===== config.mk =====
export PLATFORM = sky130hd
export DESIGN_NAME = setq_ctrl
export DESIGN_NICKNAME = d
export VERILOG_FILES = /design/src/sv/setq_pkg.sv /design/src/sv/setq_ctrl.sv
export SDC_FILE = /design/constraint.sdc
export NUM_CORES = 1
export LEC_CHECK = 0
export ABC_AREA = 1
export BUFFER_PORTS_ARGS = -buffer_cell sky130_fd_sc_hd__buf_2
export CAP_MARGIN = 20
export CORE_MARGIN = 2
export CORE_UTILIZATION = 45
export DETAILED_ROUTE_END_ITERATION = 6
export PLACE_DENSITY = 0.7
export SYNTH_ARGS = -nofsm -noshare
export SYNTH_HDL_FRONTEND = slang
export SYNTH_SLANG_ARGS = --single-unit

===== constraint.sdc =====
create_clock -name clk -period 2.75 [get_ports clk]
set_input_delay 0.275 -clock clk [delete_from_list [all_inputs] [get_ports clk]]
set_output_delay 0.275 -clock clk [all_outputs]
set_load 0.03 [all_outputs]

===== src/sv/setq_pkg.sv =====
`timescale 1ns / 1ps
// ----------------------------------------------------------------------------
// setq_pkg
// shared types and constants of the sorted event timer queue
// ----------------------------------------------------------------------------
package setq_pkg;

  localparam int unsigned MAX_EVENTS_DEF = 32;
  localparam int unsigned ID_W = 5;
  localparam int unsigned CFG_W = 31;
  localparam logic [CFG_W-1:0] CLOCKS_PER_MS_RST = 31'd1000;
  localparam logic [CFG_W-1:0] IDLE_SLICE_RST = 31'd65536;
  localparam logic [31:0] NOT_PENDING = 32'hFFFF_FFFF;

  localparam logic [2:0] K_RUN = 3'd0;
  localparam logic [2:0] K_PROGRESS = 3'd1;
  localparam logic [2:0] K_SET = 3'd2;
  localparam logic [2:0] K_REMOVE = 3'd3;
  localparam logic [2:0] K_QUERY = 3'd4;
  localparam logic [2:0] K_EXIT = 3'd5;
  localparam logic [2:0] K_LOAD = 3'd6;
  localparam logic [2:0] K_UNUSED = 3'd7;

  localparam logic CFG_CPMS = 1'b0;
  localparam logic CFG_IDLE = 1'b1;

  // controller -> datapath
  typedef struct packed {
    logic latch;     // capture the input item
    logic scan_rst;  // clear scan index
    logic scan_step; // one list entry
    logic prog_fin;  // progress: commit slice
    logic mul_fin;   // set: product ready
    logic set_drop;  // set: drop slot from list
    logic ins_step;  // set: insertion walk entry
    logic ins_fin;   // set: place slot
    logic rem_fin;   // remove: shift out
    logic simple;    // run, exit, load, unused
    logic emit;      // load output register
    logic emit_last;
    logic emit_fire; // emitted result carries a fired id
  } setq_cmd_t;

  // datapath -> controller
  typedef struct packed {
    logic scan_done;
    logic fire_any;   // progress step fired at least one notifying event
    logic fire_last;  // fired id about to be emitted is the final one
    logic ins_done;
  } setq_sts_t;

endpackage


===== src/sv/setq_ctrl.sv =====
`timescale 1ns / 1ps
// ----------------------------------------------------------------------------
// setq_ctrl
// sequencer for one item at a time
// ----------------------------------------------------------------------------
module setq_ctrl (
  input  logic clk,
  input  logic rst_n,
  input  logic in_valid,
  output logic in_stall,
  output logic out_valid,
  input  logic out_stall,
  input  logic [2:0] kind,
  input  logic id_ovf,
  input  setq_pkg::setq_sts_t sts,
  output setq_pkg::setq_cmd_t cmd
);
  import setq_pkg::*;

  typedef enum logic [8:0] {
    S_IDLE = 9'b000000001, S_DEC  = 9'b000000010, S_SCAN = 9'b000000100,
    S_FEMT = 9'b000001000, S_PFIN = 9'b000010000, S_MUL  = 9'b000100000,
    S_DROP = 9'b001000000, S_INS  = 9'b010000000, S_OUT  = 9'b100000000
  } state_t;

  state_t st_r, st_nxt;
  logic ov_r, ov_nxt;

  assign out_valid = ov_r;
  assign in_stall = (st_r != S_IDLE);

  always_comb begin
    st_nxt = st_r;
    cmd = '0;
    ov_nxt = ov_r && out_stall;
    unique case (st_r)
      S_IDLE: if (in_valid) begin
        cmd.latch = 1'b1;
        cmd.scan_rst = 1'b1;
        st_nxt = S_DEC;
      end
      S_DEC: begin
        if (kind == K_RUN || kind == K_EXIT || kind == K_LOAD || kind == K_UNUSED) begin
          cmd.simple = 1'b1;
          st_nxt = S_OUT;
        end else if (kind == K_SET && id_ovf) st_nxt = S_OUT;
        else if (kind == K_REMOVE && id_ovf) st_nxt = S_OUT;
        else st_nxt = S_SCAN;
      end
      S_SCAN: begin
        if (sts.scan_done) begin
          if (kind == K_PROGRESS) st_nxt = S_PFIN;
          else if (kind == K_SET) st_nxt = S_MUL;
          else begin
            if (kind == K_REMOVE) cmd.rem_fin = 1'b1;
            st_nxt = S_OUT;
          end
        end else cmd.scan_step = 1'b1;
      end
      S_FEMT: if (!ov_nxt) begin
        // one fired id per transfer, last on the final one
        cmd.emit = 1'b1;
        cmd.emit_fire = 1'b1;
        cmd.emit_last = sts.fire_last;
        ov_nxt = 1'b1;
        if (sts.fire_last) st_nxt = S_IDLE;
      end
      S_PFIN: begin
        cmd.prog_fin = 1'b1;
        st_nxt = sts.fire_any ? S_FEMT : S_OUT;
      end
      S_MUL: begin
        cmd.mul_fin = 1'b1;
        st_nxt = S_DROP;
      end
      S_DROP: begin
        cmd.set_drop = 1'b1;
        st_nxt = S_INS;
      end
      S_INS: begin
        if (sts.ins_done) begin
          cmd.ins_fin = 1'b1;
          st_nxt = S_OUT;
        end else cmd.ins_step = 1'b1;
      end
      S_OUT: if (!ov_nxt) begin
        cmd.emit = 1'b1;
        cmd.emit_last = 1'b1;
        ov_nxt = 1'b1;
        st_nxt = S_IDLE;
      end
      default: st_nxt = S_IDLE;
    endcase
  end

  always_ff @(posedge clk) begin
    if (!rst_n) begin
      st_r <= S_IDLE;
      ov_r <= 1'b0;
    end else begin
      st_r <= st_nxt;
      ov_r <= ov_nxt;
    end
  end
endmodule


==> reports/results.txt, run 1 <==
Worst slew pin tran = 463.0 ps
Placer Congestion = 0.9440
Num CTS Buffers = 3
GRT Total Usage = 0.2215
CP max stage cell = dfxtp_1
Slowest stage delay, CP = 350 ps
Chip width = 50.18 um
Io pins = 27
Nets = 202
Inserted Diodes = 0
Maximum root-to-sink buffer count = 2
Cts hold-fix bufs = 0
Flop pwr share = 0.243
Total grt overflow = 0
Layout area overhead = 16.69%
Worst VDD drop = 0.4421 mV
Status = complete, no violations
Fraction of layout cells with a size suffix above 1 = 0.2979
TritonRoute pass-1 iters = 4
CP Data Required Time = 2480 ps
Largest net degree at the start of global routing = 11
Initial antenna violation count = 0
Drt drc = 0
Worst R2R Path Depth = 10
Max-slew violations = 0
Switching Fraction = 0.5341
Fillers = 206
Die footprint = 2518 sq um
Drt wl/cell = 11.77 um
CTS tree = done
Die height = 50.18 um
Clock power frac = 0.114
Lkg Pwr = 0.7195 nW
Hpwl dp = 2114 um
#FFs+latches synth = 10
Placeable Area = 1982 sq um
Final antenna-violating net count = 0
Final setup violation count = 0
WHS Path Cells = 3
Placed Cells = 212
Crit path max fanout = 5
Clock root cell = clkbuf_4
First-pass GRT wire length = 4305 um
Final Critical Period = 1937 ps
CP Launch Type = flop
Initial core utilization = 0.4842
Unique masters post-synth = 22
Worst-Skew Late Latency = 260 ps
Initial DRC count = 38
Final WL = 2530 um
Port Buffers = 26
Slew HR = 0.6890
Vias in the first global route = 1019
Clock-pin slew on the worst setup and hold paths = 70 ps
Post-synth net total = 174
Cell Rows = 16
YS warnings = 0
Finished Layout Cells = 215
Setup TNS Final = 0 ps
DR vias = 1085
Post-Syn Area = 959.7 sq um
Critical Path AT = 1660 ps
Post-CTS Setup Bufs = 0
PwrDens = 768.8 nW/um^2
Ys flop type = dfxtp_1
Final period util = 0.7045
Utilization after layout = 0.5650
Number of synthesized flops with an enable pin = 0
Vias per inst = 5.047
Combinational cell fraction of total power = 0.643
Post-cts sizing count = 0
CTS Sinks = 10
H-tree lvl count = 1
Syn Inst Count = 162
P_sw = 459.8 uW
Final Hold Slack = 323.5 ps
Power Total = 861.0 uW
Fin Clk Skew = 7.350 ps
Sequential area share after synthesis = 0.2086
Pint = 401.2 uW
Hold Crit Class = in2reg
Fmax = 516.2 MHz
Final hold viol count = 0
# Max-Cap Violations = 0
RSZ-0062 raised after global routing = no
CP Class = reg2out
Critical-path cell list = nor2_2 -> nand2_2 -> nor2_2 -> nand3_1 -> nand2_2 -> nand2_1 -> a21oi_1 -> buf_2
Endpoint type of the worst setup path = primary output
Ys async rst share = 0
Syn avg cell area = 5.924 sq um
stage by stage:
stage                     instance area (sq um)  setup slack [ps]
after floorplan                           959.7             707.5
after global placement                     1097              1139
after detailed placement                   1097              1107
after CTS                                  1120             820.2
after global routing                       1120             628.7
final                                      1120             812.6
placed cells by master (no fill, tap or decap):
master,count
a21oi_1,4
buf_2,26
clkbuf_4,3
dfxtp_1,10
inv_1,31
inv_2,4
inv_4,1
nand2_1,32
nand2_2,8
nand2_4,2
nand3_1,21
nand3_2,4
nand3b_1,2
nand4_1,4
nor2_1,21
nor2_2,3
nor2_4,2
nor2_8,1
nor3_1,4
nor3_2,2
nor4_1,2
o21ai_0,1
area by class of cell:
cell class                      count  area (sq um)  area share
Multi-Input combinational cell    113         595.6      0.5318
Sequential cell                    10         200.2      0.1788
Inverter                           36         137.6      0.1229
Timing Repair Buffer               26         130.1      0.1162
Tap cell                           27         33.78     0.03017
Clock buffer                        3         22.52     0.02011
registers in the layout, summed over array words and instances, names as in the netlist:
signal	cells
st_r	9
out_valid	1
per-layer routing:
layer	vias to the layer above	routed length (um)	track usage
li1	560	-	-
met1	482	1203	0.2913
met2	41	1145	0.3684
met3	2	166	0.03274
met4	0	14	0.07407
met5	-	0	0
cells by family (layout without fill, tap and decap cells):
group           count (synthesis)  after routing  share of synthesized area
compound gates                  5              5                    0.02607
buf+inv                        39             65                     0.1708
simple gates                  108            108                     0.5945
flops                          10             10                     0.2086
worst max-delay path: cells and delay by family, from the launching register on:
kind            cells  cell delay, ps
compound gates      1             110
simple gates        6             720
flops               1             350
buf+inv             1             210
synthesized netlist by cell type (2+ instances only):
cell / n / area [sq um]
nand4_1: 4 / 25.02
nand2_2: 8 / 50.05
nor3_2: 2 / 20.02
nand2_4: 2 / 22.52
nor2_2: 3 / 18.77
nand3_1: 21 / 105.1
inv_2: 4 / 15.01
inv_1: 31 / 116.4
nor2_4: 2 / 22.52
dfxtp_1: 10 / 200.2
nand2_1: 32 / 120.1
nor3_1: 4 / 20.02
nand3_2: 4 / 40.04
nor2_1: 21 / 78.83
nand3b_1: 2 / 15.01
buf_4: 2 / 15.01
a21oi_1: 4 / 20.02
nor4_1: 2 / 12.51
power by group through the flow:
stage | Sequential [mW] | Combinational, mW | Clock, mW
after floorplan | 0.203 | 0.446 | 0
after global placement | 0.208 | 0.545 | 0
after detailed placement | 0.211 | 0.553 | 0
after CTS | 0.208 | 0.555 | 0.101
after global routing | 0.212 | 0.609 | 0.110
final | 0.209 | 0.554 | 0.0979
worst paths after layout:
| path | to | slack, ps | startpoint |
|---|---|---|---|
| setup / recovery | cmd[1] | 810 | st_r[2]$_SDFFE_PN0P_ |
| hold / removal | st_r[8]$_SDFFE_PN0P_ | 320 | rst_n |
| setup reg to reg | st_r[1]$_SDFFE_PN0P_ | 1220 | st_r[8]$_SDFFE_PN0P_ |
| hold reg to reg | st_r[3]$_SDFFE_PN0P_ | 540 | st_r[3]$_SDFFE_PN0P_ |
Power figures use the tool's default switching activity.
==> run 2, diff against run 1 <==
clock period = 1.8 ns   (was 2.75 ns; I/O delays follow)
==> run 2 against run 1 <==
Worst hold slack worse by 120 ps. Clock skew down 4.6 ps. Via count up 3.0%. Utilization up 4.8 points. Clock power up 110%. Sequential cell count unchanged. Final cell count up 2.3%. Die area unchanged. Sequential share of layout area down 1.2 points. Register-to-register slack worse by 1000 ps. Design area up 8.5%. Wire length up 0.63%. Critical endpoint unchanged.
==> reports/results.txt, run 2 (same netlist as run 1, synthesis figures left out) <==
Layout area overhead = 26.60%
Hold Crit Class = in2reg
Finished Layout Cells = 220
Worst-Skew Late Latency = 270 ps
Largest net degree at the start of global routing = 11
Vias per inst = 5.082
Status = complete, no violations
Chip width = 50.18 um
Initial DRC count = 23
Critical Path AT = 1550 ps
Cell Rows = 16
TritonRoute pass-1 iters = 4
Slew HR = 0.8307
CP Data Required Time = 1620 ps
Die footprint = 2518 sq um
Initial antenna violation count = 0
CP Launch Type = flop
Initial core utilization = 0.4842
Drt drc = 0
Maximum root-to-sink buffer count = 2
Setup WS post-layout = 68.68 ps
Fraction of layout cells with a size suffix above 1 = 0.3575
Worst VDD drop = 0.6871 mV
Critical R2R Launch = st_r[8]$_SDFFE_PN0P_
End point of the critical path = cmd[1]
First-pass GRT wire length = 4091 um
Post-DP Area = 1106 sq um
Placeable Area = 1982 sq um
Inserted Diodes = 0
Vias in the first global route = 981
Commonest non-fill, non-tap cells in the layout = nand2_1, inv_1, buf_2
Final antenna-violating net count = 0
Top reg by flops = st_r
Final setup violation count = 0
CTS tree = done
Lkg Pwr = 0.7531 nW
Clock root cell = clkbuf_4
Num CTS Buffers = 3
# Max-Cap Violations = 0
Endpoint type of the worst setup path = primary output
PwrDens = 1229 nW/um^2
CTS Sinks = 10
Final Critical Period = 1731 ps
Cts hold-fix bufs = 0
Reg area = 202.7 sq um
CP startpoint = st_r[4]$_SDFFE_PN0P_
Final hold viol count = 0
Placer Congestion = 0.9215
R2R Setup Slk = 210 ps
Port Buffers = 26
Max reg flops = 9
Worst slew pin tran = 252.5 ps
Area of the multi-input gates = 635.6 sq um
Setup TNS Final = 0 ps
Pre-CTS setup slack = 222.1 ps
Drt wl/cell = 11.57 um
Final Cell Area = 1215 sq um
Reg-to-reg critical path endpoint = st_r[1]$_SDFFE_PN0P_
CP Class = reg2out
Io pins = 27
Die height = 50.18 um
Placed Cells = 212
H-tree lvl count = 1
Total grt overflow = 0
Clock-pin slew on the worst setup and hold paths = 70 ps
Fmax = 577.6 MHz
Hpwl dp = 2028 um
Worst R2R Path Depth = 11
Leading cell type in the layout, fill and taps excluded = nand2_1
Final period util = 0.9618
Fin Clk Skew = 2.743 ps
Nets = 206
Fillers = 199
Max-slew violations = 0
GRT Total Usage = 0.2139
Crit path max fanout = 6
DR vias = 1118
Final WL = 2546 um
RSZ-0062 raised after global routing = yes
## run 2: layout make-up
type                       count  share of cell area
sequential                    10              0.1668
timing repair buffer          30              0.1390
multi-input combinational    113              0.5232
tap                           27             0.02781
clock buffer                   4             0.02987
inverter                      36              0.1133
## run 2: power breakdown
part | total, mW | switching [mW] | internal (mW)
clock network | 0.207 | 0.0836 | 0.123
registers | 0.331 | 0.0634 | 0.267
logic | 0.956 | 0.628 | 0.328
total | 1.49 | 0.775 | 0.719
## run 2: per-layer routing
layer / global-route usage / up-vias / part of all wire
li1: - / 564 / -
met1: 0.2463 / 503 / 0.42
met2: 0.3772 / 45 / 0.49
met3: 0.05952 / 6 / 0.066
met4: 0.06944 / 0 / 0.023
met5: 0 / - / 0
## run 2: metrics by stage
step | util | total power, mW | hold WS [ps]
floorplan | - | 0.9979 | 387.7
global placement | 0.5581 | 1.163 | 494.5
detailed placement | 0.5581 | 1.172 | 485.5
CTS | 0.5865 | 1.423 | 202.5
global route | 0.6130 | 1.596 | 220.1
finish | 0.6130 | 1.493 | 207.8
## run 2: worst min path at each step
stage                      from                    to  slack [ps]  cells after the start
after floorplan           rst_n  st_r[0]$_SDFFE_PN1P_         390                      2
after global placement    rst_n  st_r[0]$_SDFFE_PN1P_         490                      2
after detailed placement  rst_n  st_r[0]$_SDFFE_PN1P_         490                      2
after CTS                 rst_n  st_r[0]$_SDFFE_PN1P_         200                      2
after global routing      rst_n  st_r[0]$_SDFFE_PN1P_         220                      2
final                     rst_n  st_r[8]$_SDFFE_PN0P_         210                      3
## run 2: worst max-delay path, stage by stage, from the launching register on
cell and delay [ps]:
dfxtp_2 340, nor2_4 160, nand2_4 100, nor2_8 160
nand2_2 90, nand2_2 80, nand2_1 70, a21oi_2 120
buf_6 140
## run 2: repair_timing
item | CTS | global route
pin swaps | 1 | 2
buffers inserted | 1 | 3
setup endpoints to repair | 1 | 4
hold endpoints to repair | 0 | 0
resized for setup | 3 | 11
